$ cat src/hw/rtl/hsh_pkg.sv
// Shared types and constants for the hopscotch hash table block.
`timescale 1ns / 1ps

package hsh_pkg;

  localparam int unsigned KEY_W   = 32;
  localparam int unsigned VALUE_W = 32;
  localparam int unsigned CMD_W   = 2;
  localparam int unsigned STAT_W  = 3;
  localparam int unsigned SLOT_W  = 10;
  localparam int unsigned OCC_W   = 11;

  typedef enum logic [CMD_W-1:0] {
    CMD_INSERT = 2'd0,
    CMD_LOOKUP = 2'd1,
    CMD_REMOVE = 2'd2,
    CMD_CLEAR  = 2'd3
  } cmd_e;

  typedef enum logic [STAT_W-1:0] {
    STAT_INSERTED = 3'd0,
    STAT_PRESENT  = 3'd1,
    STAT_FOUND    = 3'd2,
    STAT_ABSENT   = 3'd3,
    STAT_FULL     = 3'd4,
    STAT_BADKEY   = 3'd5
  } status_e;

  // What a scan pass compares against, and the sweep of the whole store
  typedef enum logic [1:0] {
    SCAN_FIND  = 2'd0,
    SCAN_FREE  = 2'd1,
    SCAN_HOP   = 2'd2,
    SCAN_SWEEP = 2'd3
  } scan_mode_e;

  typedef enum logic [2:0] {
    WR_NONE     = 3'd0,
    WR_SWEEP    = 3'd1,
    WR_UPDATE   = 3'd2,
    WR_ZERO_TAG = 3'd3,
    WR_MOVE     = 3'd4,
    WR_ZERO_SRC = 3'd5,
    WR_NEW      = 3'd6
  } wr_op_e;

  typedef enum logic [1:0] {
    CNT_NONE = 2'd0,
    CNT_INC  = 2'd1,
    CNT_DEC  = 2'd2,
    CNT_CLR  = 2'd3
  } cnt_op_e;

  typedef enum logic [1:0] {
    SLOT_ZERO = 2'd0,
    SLOT_TAG  = 2'd1,
    SLOT_POS  = 2'd2
  } slot_sel_e;

  // Commands from the controller to the datapath
  typedef struct packed {
    logic       req_load;
    logic       scan_start;
    scan_mode_e scan_mode;
    logic       scan_en;
    logic       sweep;
    wr_op_e     wr_op;
    cnt_op_e    cnt_op;
    logic       pos_from_tag;
    logic       src_from_tag;
    logic       pos_from_src;
    logic       res_load;
    status_e    res_status;
    slot_sel_e  res_slot;
    logic       res_val_hit;
    logic       out_load;
  } ctl_t;

  // Status from the datapath to the controller
  typedef struct packed {
    cmd_e cmd;
    logic key_zero;
    logic rvalid;
    logic hit;
    logic last;
    logic far;
    logic sweep_last;
  } sts_t;

endpackage

$ cat src/hw/rtl/hsh_controller.sv
// Sequencer for insert, lookup, remove and clear operations.
`timescale 1ns / 1ps

module hsh_controller (
  input  logic          clk_i,
  input  logic          rst_ni,
  input  logic          req_valid_i,
  output logic          req_ready_o,
  output logic          rsp_valid_o,
  input  logic          rsp_ready_i,
  input  hsh_pkg::sts_t sts_i,
  output hsh_pkg::ctl_t ctl_o
);

  typedef enum logic [9:0] {
    ST_SWEEP_RST = 10'b00_0000_0001,
    ST_IDLE      = 10'b00_0000_0010,
    ST_DECODE    = 10'b00_0000_0100,
    ST_SWEEP_CLR = 10'b00_0000_1000,
    ST_FIND      = 10'b00_0001_0000,
    ST_FREE      = 10'b00_0010_0000,
    ST_CHECK     = 10'b00_0100_0000,
    ST_HOP       = 10'b00_1000_0000,
    ST_CLR_SRC   = 10'b01_0000_0000,
    ST_DONE      = 10'b10_0000_0000
  } state_e;

  state_e state_q, state_d;
  logic   out_valid_q, out_valid_d;
  hsh_pkg::ctl_t ctl;

  assign req_ready_o = (state_q == ST_IDLE);
  assign rsp_valid_o = out_valid_q;
  assign ctl_o       = ctl;

  // Next state and datapath commands
  always_comb begin
    state_d          = state_q;
    ctl.req_load     = 1'b0;
    ctl.scan_start   = 1'b0;
    ctl.scan_mode    = hsh_pkg::SCAN_FIND;
    ctl.scan_en      = 1'b0;
    ctl.sweep        = 1'b0;
    ctl.wr_op        = hsh_pkg::WR_NONE;
    ctl.cnt_op       = hsh_pkg::CNT_NONE;
    ctl.pos_from_tag = 1'b0;
    ctl.src_from_tag = 1'b0;
    ctl.pos_from_src = 1'b0;
    ctl.res_load     = 1'b0;
    ctl.res_status   = hsh_pkg::STAT_FOUND;
    ctl.res_slot     = hsh_pkg::SLOT_ZERO;
    ctl.res_val_hit  = 1'b0;
    ctl.out_load     = 1'b0;

    unique case (state_q)
      ST_SWEEP_RST: begin
        ctl.sweep = 1'b1;
        ctl.wr_op = hsh_pkg::WR_SWEEP;
        if (sts_i.sweep_last) begin
          state_d = ST_IDLE;
        end
      end
      ST_IDLE: begin
        if (req_valid_i) begin
          ctl.req_load = 1'b1;
          state_d      = ST_DECODE;
        end
      end
      ST_DECODE: begin
        if (sts_i.cmd == hsh_pkg::CMD_CLEAR) begin
          ctl.scan_start = 1'b1;
          ctl.scan_mode  = hsh_pkg::SCAN_SWEEP;
          state_d        = ST_SWEEP_CLR;
        end else if (sts_i.key_zero) begin
          ctl.res_load   = 1'b1;
          ctl.res_status = hsh_pkg::STAT_BADKEY;
          state_d        = ST_DONE;
        end else begin
          ctl.scan_start = 1'b1;
          ctl.scan_mode  = hsh_pkg::SCAN_FIND;
          state_d        = ST_FIND;
        end
      end
      ST_SWEEP_CLR: begin
        ctl.sweep = 1'b1;
        ctl.wr_op = hsh_pkg::WR_SWEEP;
        if (sts_i.sweep_last) begin
          ctl.cnt_op     = hsh_pkg::CNT_CLR;
          ctl.res_load   = 1'b1;
          ctl.res_status = hsh_pkg::STAT_FOUND;
          state_d        = ST_DONE;
        end
      end
      ST_FIND: begin
        ctl.scan_en = 1'b1;
        if (sts_i.rvalid && sts_i.hit) begin
          ctl.res_load = 1'b1;
          ctl.res_slot = hsh_pkg::SLOT_TAG;
          state_d      = ST_DONE;
          case (sts_i.cmd)
            hsh_pkg::CMD_INSERT: begin
              ctl.wr_op      = hsh_pkg::WR_UPDATE;
              ctl.res_status = hsh_pkg::STAT_PRESENT;
            end
            hsh_pkg::CMD_REMOVE: begin
              ctl.wr_op       = hsh_pkg::WR_ZERO_TAG;
              ctl.cnt_op      = hsh_pkg::CNT_DEC;
              ctl.res_status  = hsh_pkg::STAT_FOUND;
              ctl.res_val_hit = 1'b1;
            end
            default: begin
              ctl.res_status  = hsh_pkg::STAT_FOUND;
              ctl.res_val_hit = 1'b1;
            end
          endcase
        end else if (sts_i.rvalid && sts_i.last) begin
          if (sts_i.cmd == hsh_pkg::CMD_INSERT) begin
            ctl.scan_start = 1'b1;
            ctl.scan_mode  = hsh_pkg::SCAN_FREE;
            state_d        = ST_FREE;
          end else begin
            ctl.res_load   = 1'b1;
            ctl.res_status = hsh_pkg::STAT_ABSENT;
            state_d        = ST_DONE;
          end
        end
      end
      ST_FREE: begin
        ctl.scan_en = 1'b1;
        if (sts_i.rvalid && sts_i.hit) begin
          ctl.pos_from_tag = 1'b1;
          state_d          = ST_CHECK;
        end else if (sts_i.rvalid && sts_i.last) begin
          ctl.res_load   = 1'b1;
          ctl.res_status = hsh_pkg::STAT_FULL;
          state_d        = ST_DONE;
        end
      end
      ST_CHECK: begin
        if (sts_i.far) begin
          ctl.scan_start = 1'b1;
          ctl.scan_mode  = hsh_pkg::SCAN_HOP;
          state_d        = ST_HOP;
        end else begin
          ctl.wr_op      = hsh_pkg::WR_NEW;
          ctl.cnt_op     = hsh_pkg::CNT_INC;
          ctl.res_load   = 1'b1;
          ctl.res_status = hsh_pkg::STAT_INSERTED;
          ctl.res_slot   = hsh_pkg::SLOT_POS;
          state_d        = ST_DONE;
        end
      end
      ST_HOP: begin
        ctl.scan_en = 1'b1;
        if (sts_i.rvalid && sts_i.hit) begin
          ctl.wr_op        = hsh_pkg::WR_MOVE;
          ctl.src_from_tag = 1'b1;
          state_d          = ST_CLR_SRC;
        end else if (sts_i.rvalid && sts_i.last) begin
          ctl.res_load   = 1'b1;
          ctl.res_status = hsh_pkg::STAT_FULL;
          state_d        = ST_DONE;
        end
      end
      ST_CLR_SRC: begin
        ctl.wr_op        = hsh_pkg::WR_ZERO_SRC;
        ctl.pos_from_src = 1'b1;
        state_d          = ST_CHECK;
      end
      ST_DONE: begin
        if (!out_valid_q || rsp_ready_i) begin
          ctl.out_load = 1'b1;
          state_d      = ST_IDLE;
        end
      end
      default: state_d = ST_IDLE;
    endcase
  end

  // Output beat valid: set on load, drop when taken
  always_comb begin
    if (ctl.out_load) begin
      out_valid_d = 1'b1;
    end else if (rsp_ready_i) begin
      out_valid_d = 1'b0;
    end else begin
      out_valid_d = out_valid_q;
    end
  end

  always_ff @(posedge clk_i or negedge rst_ni) begin
    if (!rst_ni) begin
      state_q     <= ST_SWEEP_RST;
      out_valid_q <= 1'b0;
    end else begin
      state_q     <= state_d;
      out_valid_q <= out_valid_d;
    end
  end

endmodule

$ cat config.mk
export PLATFORM = sky130hd
export DESIGN_NAME = hsh_controller
export DESIGN_NICKNAME = d
export VERILOG_FILES = /design/src/hw/rtl/hsh_pkg.sv /design/src/hw/rtl/hsh_controller.sv
export SDC_FILE = /design/constraint.sdc
export NUM_CORES = 1
export LEC_CHECK = 0
export ABC_AREA = 1
export BUFFER_PORTS_ARGS = -buffer_cell sky130_fd_sc_hd__buf_2
export CORE_ASPECT_RATIO = 1.4
export CORE_MARGIN = 2
export CORE_UTILIZATION = 51
export CTS_BUF_LIST = sky130_fd_sc_hd__clkbuf_16
export DETAILED_ROUTE_END_ITERATION = 7
export PLACE_DENSITY = 0.77
export SYNTH_ARGS = -nofsm -noshare
export SYNTH_HDL_FRONTEND = slang
export SYNTH_SLANG_ARGS = --single-unit
$ cat constraint.sdc
create_clock -name clk_i -period 1.53 [get_ports clk_i]
set_input_delay 0.0765 -clock clk_i [delete_from_list [all_inputs] [get_ports clk_i]]
set_output_delay 0.0765 -clock clk_i [all_outputs]
set_load 0.01 [all_outputs]
After elaboration in Yosys (flattened, before gate mapping)
Index checks and enable logic that the tools add are counted.
W data, S select, Z words.
- equality and inequality tests: 17
- multiplexer cells: 56
- reduce and logical (&&, ||, !) cells: 10
- operators with widths (kind ; number):
    $mux W10 ; 13
    $pmux W10 S10 ; 1
    $mux W4 ; 9
    $mux W3 ; 7
    $pmux W4 S5 ; 1
    $pmux W3 S5 ; 1
    $mux W1 ; 14
    $eq A10 B1 Y1 const B ; 1
    $eq A10 B10 Y1 const B ; 1
    $eq A10 B2 Y1 const B ; 1
    $eq A10 B3 Y1 const B ; 1
    $eq A10 B4 Y1 const B ; 1
    $eq A10 B5 Y1 const B ; 1
    $eq A10 B6 Y1 const B ; 1
    $eq A10 B7 Y1 const B ; 1
    $eq A10 B8 Y1 const B ; 1
    $eq A10 B9 Y1 const B ; 1
    $pmux W3 S3 ; 1
    $mux W2 ; 4
    $ne A2 B2 Y1 const B ; 4
    $pmux W2 S2 ; 2
    $mux W6 ; 1
    $pmux W2 S3 ; 1
    $mux W5 ; 1
    other kinds (10) ; 13
- output and inout port bits: 24
- flip-flop bits (word level): 11
- word-level logic and storage cells: 85
- input port bits: 12

Depth between registers and ports, before layout
- word-level depth: 5
- depth in mapped cells: 10
- depth with buffers taken out: 10

Worst setup path before layout
Ideal clock, no wire load.
- path kind: register to output
- start point: register state_q[0]
- end point: output ctl_o[5] (netlist name)
- data required time: 1.453 ns
- cell stages (with the launch flop): 10
- arrival: 1.310 ns
- buffers on the path: 0
- setup slack: 0.143 ns
- path through: dfstp_2 > nor2_2 > nand2_4 > clkinv_4 > nand3_2 > inv_2 > nand2_2 > nand2_1 > nor2_2 > nand3_1
- RTL lines (what ; RTL line ; source):
    from (decl) ; hsh_controller.sv:28 ; state_e state_q, state_d;
    from (signal assigned) ; hsh_controller.sv:196 ; state_q <= state_d;
    to (decl) ; hsh_controller.sv:12 ; output hsh_pkg::ctl_t ctl_o

Worst setup path after layout
- start point: register state_q[5]
- end point: register state_q[5]
- longest elaborated chain between the ends: 3
- elaborated cells between the ends (all ways): 20
- classes of those cells: eq/ne (15); mux (4); reduce/logical (1)
- RTL lines (what ; RTL line ; source):
    $eq A10 B5 Y1 (tied with other cells) ; hsh_controller.sv:55 ; unique case (state_q)
    $ne A3 B3 Y1 (no line) (tied with other cells) ; n/a ;
    $reduce_and A5 Y1 (no line) or $pmux W10 S10 (tied branches) ; n/a ;
Parallel ways exist; a longest one is shown, timed or not.
A chain may end at the register's enable or synchronous reset.

==> run metrics <==
later-pin clock latency in the skew report between 0.2 and 0.3 ns; max frequency ~0.51 GHz; wl on met1 between 2 and 2.5 mm; Slew HR 0.598; Avg WL per Cell around 22 um; Req. time, crit path 1.70 ns; first-pass detailed-route iteration total 5; peak supply drop 872 uV; crit-path max FO 7; area leader, netlist dfrtp_1; register area share after synthesis 0.237; simple-gate share of the synthesized area 0.635; startpoint types flop; Worst Setup SP state_q[5]$_DFFE_PN0P_; total number of vias approximately 1,900; worst flop-to-flop path startpoint state_q[5]$_DFFE_PN0P_; I/O Pins 36; drt total wl roughly 6.3 mm; critical path class flop to flop; largest net degree at the start of global routing 12; Mapped Cells 189; DR iter-0 viols approximately 210; post-detail-place hpwl between 2 and 3 mm; adder-cell share of the synthesized area 0; Post-Synth XOR/XNOR Area 0; final core occ 0.934; area grow syn2layout 74.3%; Compound-Gate Fraction of Synth Area 0.0343; final worst-path cycle share 1.29; Final WS setup -0.443 ns; Synth cell types 23; Total Die Area approximately 2700 um^2; Post-Route Setup TNS -6.81 ns; top sig layer met4; IO buf count 35; final slew viol count 0; async set or reset register ratio after synthesis 1.00; number of synthesized register bits 11; min-delay worst type input port to flop; Final Hold Vio Count 0; Power Density between 1000 and 1500 nW/um^2; Mapped Nets 201; diode count 0; failing checks negative setup slack; Inst Count DP 250; Antenna Violating Nets Remaining 0; Post-synth EDFFs 0; RSZ-0062 raised after global routing true; Slew @ Worst Pin 0.596 ns; first-pass GRT wire length 6.28 mm; CTS HTree Levels 1; clock root cell clkbuf_16; synthesized cell area ~1200 um^2; CTS tree yes; All-Layer GR Usage 0.323; initial antenna violation count 0; synthesized area per cell 6.18 um^2; Final #Nets 280; total grt overflow 0; hold_sp rsp_ready_i; Vias/cell ~6.5; min Tclk post-route roughly 2 ns; area of the core 2180 um^2; Worst setup EP type flop; ys flop type dfrtp_1; total of warnings raised by yosys 0; Finish-stage setup viols 28; max_cap viols 0; met2 WL 3.00 mm; Clock Pin Slew Worst Setup and Hold Paths roughly 0.050 ns; Final GP Congestion 0.963; Die Y-Extent 60.6 um; CTS Buf Count 3; clk_skew about 0.0017 ns; Setup WS pre-CTS between 0.002 and 0.0025 ns; Die Span X about 44 um; largest family of logic cells by synthesized area simple AND/OR/NAND/NOR gates; R2R setup slack -0.44 ns; CTS max path bufs 2; post-route insts no fill ~290; outcome finished, violations left; clock sink total 11; vias in the first global route between 1,000 and 1,500; worst r2r path cells 9; hold depth 2; mux cell area share after synthesis 0; share of layout cells above drive strength 1 0.588; Yosys top cell area share 0.214; num rows 20; Arr. time, crit path ~2.1 ns; Remaining DRCs 0; Initial Utilization 0.536; Area contributors post-synth dfrtp_1 21%, nand2_1 13%, nor2_1 12%; leak pwr ~0.0011 uW; met3 wire len around 640 um
==> logic make-up after synthesis <==
| group | count (synthesis) |
|---|---|
| AND/OR/NAND/NOR | 143 |
| AO/OA/AOI/OAI | 8 |
| buffers and inverters | 27 |
| flip-flops | 11 |
==> power by group <==
part           switching, uW  internal (uW)  leakage [uW]
clock network            158            349     0.0000409
logic                    996            597      0.000946
registers               53.0            335      0.000144
==> registers in the layout, summed over array words and instances, names as in the netlist <==
name	flops
state_q	10
rsp_valid_o	1
==> Yosys cell counts, types with 3 or more instances <==
library cell	instances
nor2_2	12
dfrtp_1	10
o21ai_0	6
nand2_2	10
nand3_2	5
nor3_1	3
nand2_4	4
nand3_1	21
nor2_1	36
inv_1	18
inv_2	6
nor2_4	5
nand2_1	41
nand4_1	3
==> worst max-delay path, cell delays in order (launching register included) <==
cell and delay, ns:
dfrtp_1 0.45, inv_2 0.16, nand2_1 0.11, nor2_4 0.21, nand2_8 0.11, buf_4 0.14, buf_4 0.13, o21ai_0 0.30
inv_1 0.11, nor2_2 0.16
==> placed cells by master, fill, tap and decap left out, drive strengths merged, types with 3 or more instances in the layout <==
cell / synthesis / final
buf: 1 / 73
nand2: 55 / 56
nor2: 53 / 53
nand3: 26 / 26
inv: 24 / 25
dfrtp: 10 / 10
o21ai: 7 / 7
nor3: 4 / 4
nand4: 3 / 3
clkbuf: 0 / 3
==> final timing paths <==
path                                                 to
worst max register to register   state_q[5]$_DFFE_PN0P_
worst max-delay path             state_q[5]$_DFFE_PN0P_
worst min register to register  rsp_valid_o$_DFFE_PN0P_
worst min-delay path            rsp_valid_o$_DFFE_PN0P_
max in group asynchronous        state_q[0]$_DFFE_PN1P_
min in group asynchronous        state_q[8]$_DFFE_PN0P_
==> through the flow <==
step / hold slack, ns / area [um^2] / power, uW
after global placement: -0.0371 / 1400 / 1290
after CTS: 0.0328 / 1660 / 1990
final: 0.0453 / 2030 / 2490
after global routing: 0.0530 / 2030 / 2570
after detailed placement: -0.0307 / 1400 / 1320
after floorplan: -0.219 / 1170 / 1060
==> per-layer routing <==
metal,GRT usage,vias up
li1,-,748
met1,0.320,871
met2,0.595,199
met3,0.0417,62
met4,0.247,0
met5,0,-
==> timing repair <==
| item | 4_1_cts | 5_1_grt |
|---|---|---|
| hold buffers | 1 | 0 |
| setup buffers | 11 | 22 |
| pin swaps | 6 | 17 |
| resized for setup | 24 | 49 |
| endpoints found under the setup margin | 22 | 27 |
| gates cloned | 0 | 1 |
| hold endpoints to repair | 11 | 0 |
==> cell type report <==
| class | count | area [um^2] |
|---|---|---|
| Multi-Input combinational cell | 152 | 1010 |
| Clock inverter | 1 | 5.00 |
| Tap cell | 22 | 27.5 |
| Sequential cell | 11 | 279 |
| Timing Repair Buffer | 74 | 522 |
| Clock buffer | 3 | 75.1 |
| Inverter | 26 | 114 |
| Fill cell | 79 | 143 |
No activity file was read; power rests on OpenSTA's default activity.
